===== config.mk =====
export PLATFORM = sky130hd
export DESIGN_NAME = button_debounce_click_counter
export DESIGN_NICKNAME = d
export VERILOG_FILES = /design/src/design/bdcc_pkg.sv /design/src/design/button_debounce_click_counter.sv /design/src/design/bdcc_regs.sv /design/src/design/bdcc_core.sv
export SDC_FILE = /design/constraint.sdc
export NUM_CORES = 1
export LEC_CHECK = 0
export ABC_AREA = 1
export BUFFER_PORTS_ARGS = -buffer_cell sky130_fd_sc_hd__buf_2
export CAP_MARGIN = 30
export CORE_ASPECT_RATIO = 0.6
export CORE_MARGIN = 2
export CORE_UTILIZATION = 35
export DETAILED_ROUTE_END_ITERATION = 12
export GPL_TIMING_DRIVEN = 0
export HOLD_SLACK_MARGIN = 0.12
export SLEW_MARGIN = 10
export SYNTH_ARGS = -nofsm -noshare
export SYNTH_HDL_FRONTEND = slang
export SYNTH_SLANG_ARGS = --single-unit

===== constraint.sdc =====
create_clock -name i_clk -period 6.45 [get_ports i_clk]
set_input_delay 0.645 -clock i_clk [delete_from_list [all_inputs] [get_ports i_clk]]
set_output_delay 0.645 -clock i_clk [all_outputs]
set_load 0.02 [all_outputs]

===== src/design/bdcc_pkg.sv =====
// ----------------------------------------------------------------------------
// bdcc_pkg
// shared types, register map and reset values for the debounce click counter
// ----------------------------------------------------------------------------
package bdcc_pkg;

    localparam int unsigned AddrWidth   = 4;
    localparam int unsigned DataWidth   = 32;
    localparam int unsigned TickWidth   = 16;
    localparam int unsigned CountWidth  = 32;
    localparam int unsigned TallyWidth  = 8;

    // register indexes, byte address is 4 * index
    localparam logic [1:0] REG_SWITCH_MODE    = 2'd0;
    localparam logic [1:0] REG_IDLE_HIGH      = 2'd1;
    localparam logic [1:0] REG_DEBOUNCE_TICKS = 2'd2;
    localparam logic [1:0] REG_REPEAT_TICKS   = 2'd3;

    localparam logic                 RST_SWITCH_MODE    = 1'b0;
    localparam logic                 RST_IDLE_HIGH      = 1'b1;
    localparam logic [TickWidth-1:0] RST_DEBOUNCE_TICKS = 16'd50;
    localparam logic [TickWidth-1:0] RST_REPEAT_TICKS   = 16'd500;

    // event codes
    localparam logic [1:0] EV_NONE     = 2'd0;
    localparam logic [1:0] EV_CHANGED  = 2'd1;
    localparam logic [1:0] EV_PRESSED  = 2'd2;
    localparam logic [1:0] EV_RELEASED = 2'd3;

    typedef struct packed {
        logic                 switch_mode;
        logic                 idle_high;
        logic [TickWidth-1:0] debounce_ticks;
        logic [TickWidth-1:0] repeat_ticks;
    } t_cfg;

endpackage


===== src/design/button_debounce_click_counter.sv =====
// path: an accepted item sits in the input register and then moves into the result
// register, from which its result is offered; a stalled output holds it there
// throughput: one tick item per cycle while the output is not stalled, set by the single-pass state update
// reset: synchronous active-low i_rst_n clears the valid flags of both stages and the
// tick state and loads the configuration registers with their default values
// ----------------------------------------------------------------------------
// button_debounce_click_counter
// debounces a sampled pin and reports switch changes or button click series
// ----------------------------------------------------------------------------
module button_debounce_click_counter (
    input  logic                            i_clk,
    input  logic                            i_rst_n,
    input  logic                            psel,
    input  logic                            penable,
    input  logic                            pwrite,
    input  logic [bdcc_pkg::AddrWidth-1:0]  paddr,
    input  logic [bdcc_pkg::DataWidth-1:0]  pwdata,
    output logic [bdcc_pkg::DataWidth-1:0]  prdata,
    output logic                            pready,
    input  logic                            i_in_valid,
    output logic                            o_in_stall,
    input  logic                            i_pin_level,
    output logic                            o_out_valid,
    input  logic                            i_out_stall,
    output logic [1:0]                      o_event_kind,
    output logic [bdcc_pkg::TallyWidth-1:0] o_click_count,
    output logic [bdcc_pkg::CountWidth-1:0] o_hold_length,
    output logic                            o_is_pressed
);

    bdcc_pkg::t_cfg w_cfg;

    bdcc_regs u_regs (
        .i_clk   (i_clk),
        .i_rst_n (i_rst_n),
        .psel    (psel),
        .penable (penable),
        .pwrite  (pwrite),
        .paddr   (paddr),
        .pwdata  (pwdata),
        .prdata  (prdata),
        .pready  (pready),
        .o_cfg   (w_cfg)
    );

    bdcc_core u_core (
        .i_clk         (i_clk),
        .i_rst_n       (i_rst_n),
        .i_cfg         (w_cfg),
        .i_in_valid    (i_in_valid),
        .o_in_stall    (o_in_stall),
        .i_pin_level   (i_pin_level),
        .o_out_valid   (o_out_valid),
        .i_out_stall   (i_out_stall),
        .o_event_kind  (o_event_kind),
        .o_click_count (o_click_count),
        .o_hold_length (o_hold_length),
        .o_is_pressed  (o_is_pressed)
    );

endmodule


===== src/design/bdcc_regs.sv =====
// ----------------------------------------------------------------------------
// bdcc_regs
// apb configuration registers, always ready, read back of current values
// ----------------------------------------------------------------------------
module bdcc_regs (
    input  logic                          i_clk,
    input  logic                          i_rst_n,
    input  logic                          psel,
    input  logic                          penable,
    input  logic                          pwrite,
    input  logic [bdcc_pkg::AddrWidth-1:0] paddr,
    input  logic [bdcc_pkg::DataWidth-1:0] pwdata,
    output logic [bdcc_pkg::DataWidth-1:0] prdata,
    output logic                          pready,
    output bdcc_pkg::t_cfg                o_cfg
);

    bdcc_pkg::t_cfg r_cfg;
    logic [1:0]     w_idx;
    logic           w_wr;

    assign pready = 1'b1;
    assign w_idx  = paddr[3:2];
    assign w_wr   = psel & penable & pwrite;
    assign o_cfg  = r_cfg;

    always_ff @(posedge i_clk) begin
        if (!i_rst_n) begin
            r_cfg.switch_mode    <= bdcc_pkg::RST_SWITCH_MODE;
            r_cfg.idle_high      <= bdcc_pkg::RST_IDLE_HIGH;
            r_cfg.debounce_ticks <= bdcc_pkg::RST_DEBOUNCE_TICKS;
            r_cfg.repeat_ticks   <= bdcc_pkg::RST_REPEAT_TICKS;
        end else if (w_wr) begin
            case (w_idx)
                bdcc_pkg::REG_SWITCH_MODE:    r_cfg.switch_mode    <= pwdata[0];
                bdcc_pkg::REG_IDLE_HIGH:      r_cfg.idle_high      <= pwdata[0];
                bdcc_pkg::REG_DEBOUNCE_TICKS: begin
                    r_cfg.debounce_ticks <= pwdata[bdcc_pkg::TickWidth-1:0];
                end
                bdcc_pkg::REG_REPEAT_TICKS: begin
                    r_cfg.repeat_ticks <= pwdata[bdcc_pkg::TickWidth-1:0];
                end
                default: ;
            endcase
        end
    end

    always_comb begin
        case (w_idx)
            bdcc_pkg::REG_SWITCH_MODE: begin
                prdata = {{(bdcc_pkg::DataWidth-1){1'b0}}, r_cfg.switch_mode};
            end
            bdcc_pkg::REG_IDLE_HIGH: begin
                prdata = {{(bdcc_pkg::DataWidth-1){1'b0}}, r_cfg.idle_high};
            end
            bdcc_pkg::REG_DEBOUNCE_TICKS: begin
                prdata = {{(bdcc_pkg::DataWidth-bdcc_pkg::TickWidth){1'b0}},
                          r_cfg.debounce_ticks};
            end
            bdcc_pkg::REG_REPEAT_TICKS: begin
                prdata = {{(bdcc_pkg::DataWidth-bdcc_pkg::TickWidth){1'b0}},
                          r_cfg.repeat_ticks};
            end
            default: prdata = '0;
        endcase
    end

endmodule


===== src/design/bdcc_core.sv =====
// ----------------------------------------------------------------------------
// bdcc_core
// input register, debounce and click state update, result register
// ----------------------------------------------------------------------------
module bdcc_core (
    input  logic                            i_clk,
    input  logic                            i_rst_n,
    input  bdcc_pkg::t_cfg                  i_cfg,
    input  logic                            i_in_valid,
    output logic                            o_in_stall,
    input  logic                            i_pin_level,
    output logic                            o_out_valid,
    input  logic                            i_out_stall,
    output logic [1:0]                      o_event_kind,
    output logic [bdcc_pkg::TallyWidth-1:0] o_click_count,
    output logic [bdcc_pkg::CountWidth-1:0] o_hold_length,
    output logic                            o_is_pressed
);

    localparam logic [bdcc_pkg::CountWidth-1:0] CountMax = '1;
    localparam logic [bdcc_pkg::TallyWidth-1:0] TallyMax = '1;

    // input stage
    logic r_in_valid;
    logic r_in_pin;

    // per-tick state
    logic                            r_stable;
    logic                            r_first;
    logic                            r_active;
    logic [bdcc_pkg::TickWidth-1:0]  r_timer;
    logic                            r_rel_pend;
    logic                            r_restart;
    logic [bdcc_pkg::CountWidth-1:0] r_since;
    logic [bdcc_pkg::CountWidth-1:0] r_held;
    logic [bdcc_pkg::TallyWidth-1:0] r_tally;

    logic                            n_stable;
    logic                            n_active;
    logic [bdcc_pkg::TickWidth-1:0]  n_timer;
    logic                            n_rel_pend;
    logic                            n_restart;
    logic [bdcc_pkg::CountWidth-1:0] n_since;
    logic [bdcc_pkg::CountWidth-1:0] n_held;
    logic [bdcc_pkg::TallyWidth-1:0] n_tally;
    logic [1:0]                      n_event;

    // result stage
    logic                            r_out_valid;
    logic [1:0]                      r_event;
    logic [bdcc_pkg::TallyWidth-1:0] r_count;
    logic [bdcc_pkg::CountWidth-1:0] r_hold;
    logic                            r_pressed;

    logic w_out_free;
    logic w_move;
    logic w_stable0;
    logic w_diff;
    logic w_active0;
    logic [bdcc_pkg::TickWidth-1:0] w_timer0;

    assign w_out_free = ~r_out_valid | ~i_out_stall;
    assign w_move     = r_in_valid & w_out_free;
    assign o_in_stall = r_in_valid & ~w_out_free;

    // first tick picks the starting level
    assign w_stable0 = r_first ? (i_cfg.switch_mode ? r_in_pin : i_cfg.idle_high) : r_stable;
    assign w_diff    = r_in_pin ^ w_stable0;
    assign w_active0 = r_active | w_diff;
    assign w_timer0  = r_active ? r_timer : '0;

    always_comb begin
        n_stable   = w_stable0;
        n_active   = w_active0;
        n_timer    = w_timer0;
        n_rel_pend = r_rel_pend;
        n_restart  = r_restart;
        n_since    = (r_since == CountMax) ? r_since : r_since + 1'b1;
        n_held     = r_held;
        n_tally    = r_tally;
        n_event    = bdcc_pkg::EV_NONE;

        if (w_active0) begin
            if (w_timer0 >= i_cfg.debounce_ticks) begin
                n_active = 1'b0;
                n_timer  = '0;
                if (w_diff) begin
                    n_stable = ~w_stable0;
                    if (i_cfg.switch_mode) begin
                        n_event = bdcc_pkg::EV_CHANGED;
                    end else if (~w_stable0 == i_cfg.idle_high) begin
                        n_held     = n_since;
                        n_rel_pend = 1'b1;
                    end else begin
                        n_event    = bdcc_pkg::EV_PRESSED;
                        n_since    = '0;
                        n_held     = '0;
                        n_rel_pend = 1'b0;
                        if (r_restart) begin
                            n_tally   = {{(bdcc_pkg::TallyWidth-1){1'b0}}, 1'b1};
                            n_restart = 1'b0;
                        end else if (r_tally != TallyMax) begin
                            n_tally = r_tally + 1'b1;
                        end
                    end
                end
            end else begin
                n_timer = w_timer0 + 1'b1;
            end
        end

        // series closes once the repeat window has run out
        if (n_rel_pend && (n_since > {{(bdcc_pkg::CountWidth-bdcc_pkg::TickWidth){1'b0}},
                                      i_cfg.repeat_ticks})) begin
            n_rel_pend = 1'b0;
            n_restart  = 1'b1;
            n_event    = bdcc_pkg::EV_RELEASED;
        end
    end

    always_ff @(posedge i_clk) begin
        if (!i_rst_n) begin
            r_in_valid <= 1'b0;
        end else if (!o_in_stall) begin
            r_in_valid <= i_in_valid;
        end
    end

    always_ff @(posedge i_clk) begin
        if (!o_in_stall && i_in_valid) begin
            r_in_pin <= i_pin_level;
        end
    end

    always_ff @(posedge i_clk) begin
        if (!i_rst_n) begin
            r_stable   <= 1'b1;
            r_first    <= 1'b1;
            r_active   <= 1'b0;
            r_timer    <= '0;
            r_rel_pend <= 1'b0;
            r_restart  <= 1'b1;
            r_since    <= '0;
            r_held     <= '0;
            r_tally    <= '0;
        end else if (w_move) begin
            r_stable   <= n_stable;
            r_first    <= 1'b0;
            r_active   <= n_active;
            r_timer    <= n_timer;
            r_rel_pend <= n_rel_pend;
            r_restart  <= n_restart;
            r_since    <= n_since;
            r_held     <= n_held;
            r_tally    <= n_tally;
        end
    end

    always_ff @(posedge i_clk) begin
        if (!i_rst_n) begin
            r_out_valid <= 1'b0;
        end else if (w_out_free) begin
            r_out_valid <= r_in_valid;
        end
    end

    always_ff @(posedge i_clk) begin
        if (w_move) begin
            r_event   <= n_event;
            r_count   <= n_tally;
            r_hold    <= n_held;
            r_pressed <= n_stable ^ i_cfg.idle_high;
        end
    end

    assign o_out_valid   = r_out_valid;
    assign o_event_kind  = r_event;
    assign o_click_count = r_count;
    assign o_hold_length = r_hold;
    assign o_is_pressed  = r_pressed;

endmodule

==> flow_summary.json, run 1 <==
{
  "worstPathArrival_ns": 5.03,
  "critPathLaunchType": "flip-flop",
  "wirelength_mm": 28.26,
  "track_usage": 0.2102,
  "cp_max_fo": 10,
  "powerDensity_nw_per_um2": 241.5,
  "cap_violations": 0,
  "tightestPinTransition_ns": 0.7638,
  "ys_types": 45,
  "synth.ff_latch_count": 173,
  "slew_headroom": 0.4908,
  "worst_hold_slack_ns": 0.3708,
  "dieArea_um2": 28070,
  "initialDrtViolationCount": 784,
  "finalCriticalPeriod_ns": 4.842,
  "cp_common_cell": "nand2_1",
  "fin_crit_sh": 0.7508,
  "dp_slack_ns": 1.731,
  "synthCells": 1267,
  "syn-cell-area_um2": 9346,
  "finalSetupViolCount": 0,
  "clkTransAtPathRegs_ns": 0.06,
  "ir_worst_vdd_uv": 155.5,
  "fin_worst_skew_ns": 0.01276,
  "wl_per_cell_um": 16.06,
  "routed_via_density": 4.924,
  "synthMuxAreaShare": 0,
  "htree_num_levels": 4,
  "critPathCaptureType": "flip-flop",
  "finalWorstSetupSlack_ns": 1.608,
  "rsz0062_at_grt": "false",
  "gp_congestion": 0.9465,
  "synth_compound_area_frac": 0.1739,
  "die_w_um": 215.0,
  "grt_pass1_vias": 7895,
  "overflow": 0,
  "r2r-start": "u_core.r_active",
  "ant_nets": 0,
  "tns_ns": 0,
  "clock_sinks": 173,
  "clock.fmax_ghz": 0.2065,
  "multiInputGateArea_um2": 4377,
  "start_util": 0.3553,
  "synth_top_family_by_area": "simple AND/OR/NAND/NOR gates",
  "cp-startpoint": "u_core.r_active",
  "syn2layout_area_growth_pct": 16.99,
  "rows": 46,
  "ys_warn_count": 0,
  "slowest_stage": "clkbuf_1",
  "status": "finished, final reports clean",
  "numCtsBuffers": 17,
  "portBuffers": 86,
  "crit_path_max_incr_delay_ns": 0.39,
  "antenna_found_initial": 0,
  "synth_fa_ha_area_frac": 0.04552,
  "n_fill_cell": 2767,
  "cts-hold-fix-buffers": 0,
  "dr.pass1.iters": 5,
  "maxSlewViolCount": 0,
  "grt_max_degree": 53,
  "vias": 8662,
  "place.detailed.hpwl_mm": 21.96,
  "cts_tree": "yes",
  "total_power_mw": 2.641,
  "boundaryPins": 122,
  "worstSkewPairLatency_ns": 0.45,
  "cts_setup_buffers": 0,
  "worstSetupPathType": "reg2reg",
  "cp.required_ns": 6.64,
  "hold_path.class": "in2reg",
  "nNetsFinal": 1465,
  "drive_above_1_share": 0.1408,
  "register_area_um2": 3904,
  "clockBufferDepth": 2,
  "grt_pass1_wl_mm": 44.77,
  "dieHeight_um": 130.6,
  "core_um2": 26300,
  "root_buffer": "clkbuf_16",
  "cts_resized": 0,
  "avgSynthCellArea_um2": 7.377,
  "hold_viol": 0,
  "antenna_cells": 0,
  "p_leak_nw": 4.957,
  "yosys.area_share.simple": 0.2195,
  "hold_start": "i_pin_level",
  "ys_seq_area_frac": 0.4177,
  "yosys.area_share.xor_xnor": 0.02249,
  "drc_errors": 0
}
## cell usage after synthesis (all sizes together)
master / count / area (um^2)
dfxtp: 129 / 2582
conb: 2 / 7.510
o22ai: 31 / 193.9
o211ai: 12 / 90.09
inv: 197 / 742.0
o21a: 1 / 7.510
ha: 34 / 425.4
o2111ai: 1 / 8.760
and2: 1 / 8.760
edfxtp: 44 / 1321
xor2: 18 / 157.7
nand3b: 2 / 15.01
clkinv: 1 / 3.750
o21ai: 121 / 613.1
nand2: 262 / 1021
clkbuf: 36 / 135.1
a31oi: 1 / 6.260
or2: 5 / 31.28
nand4: 12 / 75.07
nor3: 16 / 115.1
buf: 33 / 241.5
nand3: 48 / 265.3
a22oi: 1 / 7.510
a21oi: 113 / 565.5
a211oi: 15 / 117.6
a21o: 2 / 15.01
nor3b: 1 / 12.51
xnor2: 6 / 52.55
nor4: 1 / 6.260
nor2: 121 / 501.7
## path summary, 6_finish.rpt
path	cells after the start	to	slack (ns)
max	27	u_core.o_event_kind[0]	1.61
min reg2reg	2	u_core.r_timer[14]	0.46
min	1	u_core.r_in_pin	0.37
max reg2reg	27	u_core.o_event_kind[0]	1.61
## per-layer routing
layer  global-route usage  routed length (um)
met1               0.3242               14890
met2               0.2829               10510
met3              0.05116                2451
met4              0.06250                 405
met5                    0                   0
## registers in the layout (all words and copies together) (netlist names), 2 cells and up
name / flops
u_core.r_tally: 8
u_regs.o_cfg: 34
u_core.o_click_count: 8
u_core.o_hold_length: 32
u_core.r_timer: 16
u_core.r_held: 32
u_core.r_since: 32
u_core.o_event_kind: 2
## area by class of cell
cell class,instances,share of cell area
buffer,69,0.03479
timing repair buffer,86,0.03936
tap,360,0.04119
clock inverter,7,0.008239
clock buffer,24,0.05092
inverter,198,0.06820
multi-input combinational,842,0.4003
sequential,173,0.3570
## critical path, delay by kind of cell, from the launching register on
family | cells | cell delay (ns)
AOI/OAI and AO/OA | 6 | 0.71
adders and majority gates | 2 | 0.56
buffers and inverters | 6 | 1.16
DFF | 1 | 0.37
and+or+nand+nor | 13 | 1.75
## power by group
| group | internal (mW) | switching, mW |
|---|---|---|
| Combinational | 0.102 | 0.220 |
| Sequential | 1.17 | 0.0328 |
| Clock | 0.682 | 0.435 |
| Total | 1.95 | 0.688 |
## per-stage QoR
stage,std cells,cell area (um^2),utilization
after detailed placement,1728,10290,0.3911
final,1759,10930,0.4157
after global routing,1759,10930,0.4157
after floorplan,1282,9403,-
after global placement,1728,10280,0.3910
after CTS,1759,10930,0.4157
## kinds of logic after synthesis
logic type                 count (synthesis)
AOI/OAI and AO/OA                        298
other                                      2
xor gates and xnor gates                  24
and+or+nand+nor                          469
adders and majority gates                 34
DFF                                      173
buffers and inverters                    267
## placed cells by master, fill, tap and decap left out, types with 31 or more instances in the layout
cell type	netlist	final
o22ai_1	31	31
buf_2	7	93
nand3_1	43	43
clkbuf_1	36	36
nor2_1	108	108
dfxtp_1	129	129
edfxtp_1	44	44
inv_1	190	190
a21oi_1	113	113
nand2_1	253	253
ha_1	34	34
o21ai_0	106	106
(Power assumes the default switching activity.)
==> run 2: changes to the inputs <==
Clock period 6.45 ns to 4.19 ns, I/O delays scaled along.
==> flow_summary.json, run 2 (synthesis results as in run 1) <==
{
  "placed_cells": 1728,
  "drive_above_1_share": 0.1561,
  "syn2layout_area_growth_pct": 18.51,
  "power_switching_mw": 1.072,
  "hold_path.class": "in2reg",
  "final_cell_mix": "nand2_1, inv_1, dfxtp_1",
  "switching_share": 0.2624,
  "grt_pass1_wl_mm": 44.82,
  "worstSetupPathType": "reg2reg",
  "p_clk_frac": 0.422,
  "p_leak_nw": 4.974,
  "rows": 46,
  "dieArea_um2": 28070,
  "start_util": 0.3553,
  "seq_power_share": 0.453,
  "finalSetupViolCount": 0,
  "place.detailed.hpwl_mm": 21.96,
  "overflow": 0,
  "final_common_cell": "nand2_1",
  "grt_pass1_vias": 7905,
  "cp_max_fo": 10,
  "cp.required_ns": 4.38,
  "clockBufferDepth": 2,
  "grt_max_degree": 53,
  "worstPathArrival_ns": 4.10,
  "ir_worst_vdd_uv": 240.0,
  "antenna_cells": 0,
  "maxSlewViolCount": 0,
  "largest_register_ffs": 34,
  "cts_tree": "yes",
  "routed_via_density": 4.930,
  "fin_crit_sh": 0.9333,
  "dieHeight_um": 130.6,
  "ant_nets": 0,
  "status": "finished, final reports clean",
  "dp_slack_ns": -0.5288,
  "dr.pass1.iters": 7,
  "slew_headroom": 0.4794,
  "nNetsFinal": 1469,
  "cap_violations": 0,
  "clock_sinks": 173,
  "fin_worst_skew_ns": 0.01440,
  "worstSkewPairLatency_ns": 0.45,
  "finalCriticalPeriod_ns": 3.911,
  "boundaryPins": 122,
  "clkTransAtPathRegs_ns": 0.07,
  "drc_errors": 0,
  "clock.fmax_ghz": 0.2557,
  "vias": 8692,
  "intPower_mw": 3.014,
  "root_buffer": "clkbuf_16",
  "critPathLaunchType": "flip-flop",
  "numCtsBuffers": 17,
  "critPathCaptureType": "flip-flop",
  "powerDensity_nw_per_um2": 368.8,
  "combPwrFrac": 0.125,
  "die_w_um": 215.0,
  "instances_no_fill": 1763,
  "htree_num_levels": 4,
  "wl_per_cell_um": 16.07,
  "fin_util": 0.4211,
  "finalWorstSetupSlack_ns": 0.2793,
  "total_power_mw": 4.086,
  "portBuffers": 86,
  "antenna_found_initial": 0,
  "initialDrtViolationCount": 711,
  "wirelength_mm": 28.34,
  "track_usage": 0.2104,
  "hold_viol": 0,
  "core_um2": 26300,
  "gp_congestion": 0.9465,
  "tightestPinTransition_ns": 0.7809,
  "r2r_slack_ns": 0.28
}
[run 2: cell count changes in the layout (fill, tap and decap cells not counted), sizes merged]
cell | previous run | this run
buf | 119 | 122
dlygate4sd3 | 0 | 1
[run 2: area by class of cell]
cell class                      instances  area (um^2)
Sequential cell                       173         3909
Tap cell                              360        450.4
Fill cell                            2747        15230
Multi-Input combinational cell        842         4448
Clock buffer                           24        556.8
Timing Repair Buffer                   91        470.5
Clock inverter                          7        90.09
Buffer                                 68        406.6
Inverter                              198        745.7
[run 2: through the flow]
stage               area (um^2)  hold WS (ns)  setup TNS [ns]
finish                    11080        0.2022               0
global route              11080        0.2064      -0.0004188
CTS                       10980        0.1770               0
detailed placement        10290        0.4569          -1.926
global placement          10280        0.4522          -1.954
floorplan                  9403        0.4337               0
[run 2: power groups by stage]
| stage | logic, mW | clock network (mW) | registers (mW) |
|---|---|---|---|
| 2_1_floorplan | 0.314 | 0 | 1.90 |
| 3_3_place_gp | 0.483 | 0 | 1.89 |
| 3_5_place_dp | 0.489 | 0 | 1.89 |
| 4_1_cts | 0.500 | 1.77 | 1.85 |
| 5_1_grt | 0.572 | 1.82 | 1.86 |
| 6_report | 0.510 | 1.73 | 1.85 |
[run 2: timing repair]
item / in CTS / in global routing
endpoints found under the setup margin: 4 / 4
hold endpoints to repair: 1 / 0
resized for setup: 11 / 22
pin swaps: 1 / 4
hold buffers: 1 / 0
setup buffers: 0 / 4
[run 2: per-layer routing]
metal / wire [um] / up-vias / track usage
li1: - / 4348 / -
met3: 2201 / 28 / 0.05139
met5: 0 / - / 0
met2: 10650 / 272 / 0.2831
met1: 15100 / 4044 / 0.3244
met4: 383 / 0 / 0.06291
[run 2: path summary, 6_finish.rpt]
check	startpoint	endpoint	cells past startpoint
hold reg to reg	u_core.r_timer[14]	u_core.r_timer[14]	2
setup reg to reg	u_core.r_active	u_core.o_event_kind[0]	27
hold / removal	pwdata[5]	u_regs.o_cfg[21]	3
setup / recovery	u_core.r_active	u_core.o_event_kind[0]	27
[run 2: critical path: stages (launching register included)]
cell and delay, ns:
dfxtp_4 0.36, buf_8 0.14, clkbuf_8 0.16, nand2_2 0.10, inv_2 0.06, ha_1 0.31, a21oi_1 0.16, a21oi_1 0.08
nor2_1 0.16, nand2_4 0.11, nand2_8 0.11, inv_2 0.06, buf_8 0.15, buf_8 0.14, nor2_2 0.12, ha_1 0.26
a21oi_1 0.15, o21ai_1 0.11, nand2_1 0.08, o211ai_1 0.09, nand2_1 0.07, nand2_1 0.05, nand2_2 0.07, nand2_1 0.09
nor2_4 0.15, nand3_4 0.11, nand2_2 0.09, o21ai_0 0.09
==> run 3: changes to the inputs <==
==> constraint.sdc (replaced) <==
create_clock -name i_clk -period 4.19 [get_ports i_clk]
set_input_delay 0.838 -clock i_clk [delete_from_list [all_inputs] [get_ports i_clk]]
set_output_delay 0.838 -clock i_clk [all_outputs]
set_load 0.02 [all_outputs]
==> flow_summary.json, run 3 (synthesis results as in run 1) <==
{
  "status": "finished, final reports clean",
  "wl_per_cell_um": 16.12,
  "nNetsFinal": 1468,
  "gp_congestion": 0.9465,
  "cp_common_cell": "nand2_1",
  "clkTransAtPathRegs_ns": 0.06,
  "hold_viol": 0,
  "clock_sinks": 173,
  "final_cell_mix": "nand2_1, inv_1, dfxtp_1",
  "cp_num_buf_inv": 6,
  "slew_headroom": 0.4796,
  "maxSlewViolCount": 0,
  "worstPathArrival_ns": 4.10,
  "clockBufferDepth": 2,
  "htree_num_levels": 4,
  "fin_util": 0.4208,
  "powerDensity_nw_per_um2": 369.4,
  "cts_tree": "yes",
  "r2r-start": "u_core.r_active",
  "portBuffers": 86,
  "drc_errors": 0,
  "cts-hold-fix-buffers": 0,
  "root_buffer": "clkbuf_16",
  "critPathCaptureType": "flip-flop",
  "vias": 8685,
  "largest_register_ffs": 34,
  "wirelength_mm": 28.41,
  "grt_pass1_wl_mm": 44.82,
  "hold_start": "u_core.r_timer[14]",
  "ant_nets": 0,
  "cap_violations": 0,
  "p_leak_nw": 4.970,
  "cpLargestDelayFamily": "simple AND/OR/NAND/NOR gates",
  "worstRegToRegCells": 27,
  "hold_depth": 2,
  "boundaryPins": 122,
  "finalCriticalPeriod_ns": 3.913,
  "grt_pass1_vias": 7905,
  "die_w_um": 215.0,
  "drive_above_1_share": 0.1562,
  "antenna_found_initial": 0,
  "finalSetupViolCount": 0,
  "antenna_cells": 0,
  "dieHeight_um": 130.6,
  "ir_worst_vdd_uv": 242.2,
  "cp.required_ns": 4.38,
  "fin_worst_skew_ns": 0.01098,
  "critPathLaunchType": "flip-flop",
  "start_util": 0.3553,
  "crit_path_max_incr_delay_ns": 0.36,
  "worstSkewPairLatency_ns": 0.45,
  "worst_hold_slack_ns": 0.4648,
  "place.detailed.hpwl_mm": 21.96,
  "worstSetupPathType": "reg2reg",
  "initialDrtViolationCount": 774,
  "syn2layout_area_growth_pct": 18.41,
  "track_usage": 0.2104,
  "clock.fmax_ghz": 0.2555,
  "slowest_stage": "dfxtp_4",
  "r2r_end": "u_core.o_event_kind[0]",
  "dr.pass1.iters": 8,
  "rows": 46,
  "tightestPinTransition_ns": 0.7806,
  "overflow": 0,
  "cp_max_fo": 10,
  "fin_crit_sh": 0.9339,
  "finalWorstSetupSlack_ns": 0.2768,
  "core_um2": 26300,
  "grt_max_degree": 53,
  "hold_path.class": "reg2reg",
  "tns_ns": 0,
  "dieArea_um2": 28070,
  "routed_via_density": 4.929,
  "whs_endpoint": "u_core.r_timer[14]",
  "dp_slack_ns": -0.5288,
  "final_common_cell": "nand2_1",
  "numCtsBuffers": 17,
  "r2r_slack_ns": 0.28
}
-- run 3: per-stage QoR --
stage / cells / power [mW] / area (um^2)
after global placement: 1728 / 2.369 / 10280
after detailed placement: 1728 / 2.375 / 10290
after floorplan: 1282 / 2.213 / 9403
final: 1762 / 4.088 / 11070
after global routing: 1762 / 4.256 / 11070
after CTS: 1759 / 4.115 / 10970
-- run 3: cell type report --
cell class	count	area [um^2]
plain buffers	68	406.6
clock buffers	24	556.8
clock inverters	7	90.09
fillers	2748	15240
inverters	198	745.7
multi-input cells	842	4448
flip-flops and latches	173	3909
well taps	360	450.4
repair buffers	90	460.4
-- run 3: worst max-delay path by stage --
| stage | startpoint | to | slack, ns | cells past startpoint |
|---|---|---|---|---|
| floorplan | u_core.r_active | u_core.o_event_kind[0] | 0.55 | 27 |
| global placement | u_core.r_active | u_core.o_event_kind[0] | -0.57 | 27 |
| detailed placement | u_core.r_active | u_core.o_event_kind[0] | -0.53 | 27 |
| CTS | u_core.r_active | u_core.o_event_kind[0] | 0.03 | 27 |
| global route | u_core.r_active | u_core.o_event_kind[0] | -0.0004 | 30 |
| finish | u_core.r_active | u_core.o_event_kind[0] | 0.28 | 27 |
-- run 3: worst min-delay path, stage by stage, from the launching register on --
cell	delay (ns)
dfxtp_1	0.31
nand2_1	0.06
a21oi_1	0.05
-- run 3: metal layers --
metal  part of all wire  track usage  up-vias
met5                  0            0        -
met4              0.013      0.06291        0
met3              0.077      0.05139       25
met2               0.37       0.2831      279
met1               0.54       0.3244     4037
li1                   -            -     4344
-- run 3: repair_timing --
item                       CTS  global route
setup buffers                0             4
pin swaps                    1             4
resized for setup           11            22
setup endpoints to repair    4             4
gates cloned                 0             0
-- run 3: power by group --
| group | leakage, nW | switching [mW] | internal, mW |
|---|---|---|---|
| clock network | 0.324 | 0.678 | 1.05 |
| registers | 1.48 | 0.0511 | 1.80 |
| logic | 3.16 | 0.346 | 0.163 |
| total | 4.97 | 1.07 | 3.01 |
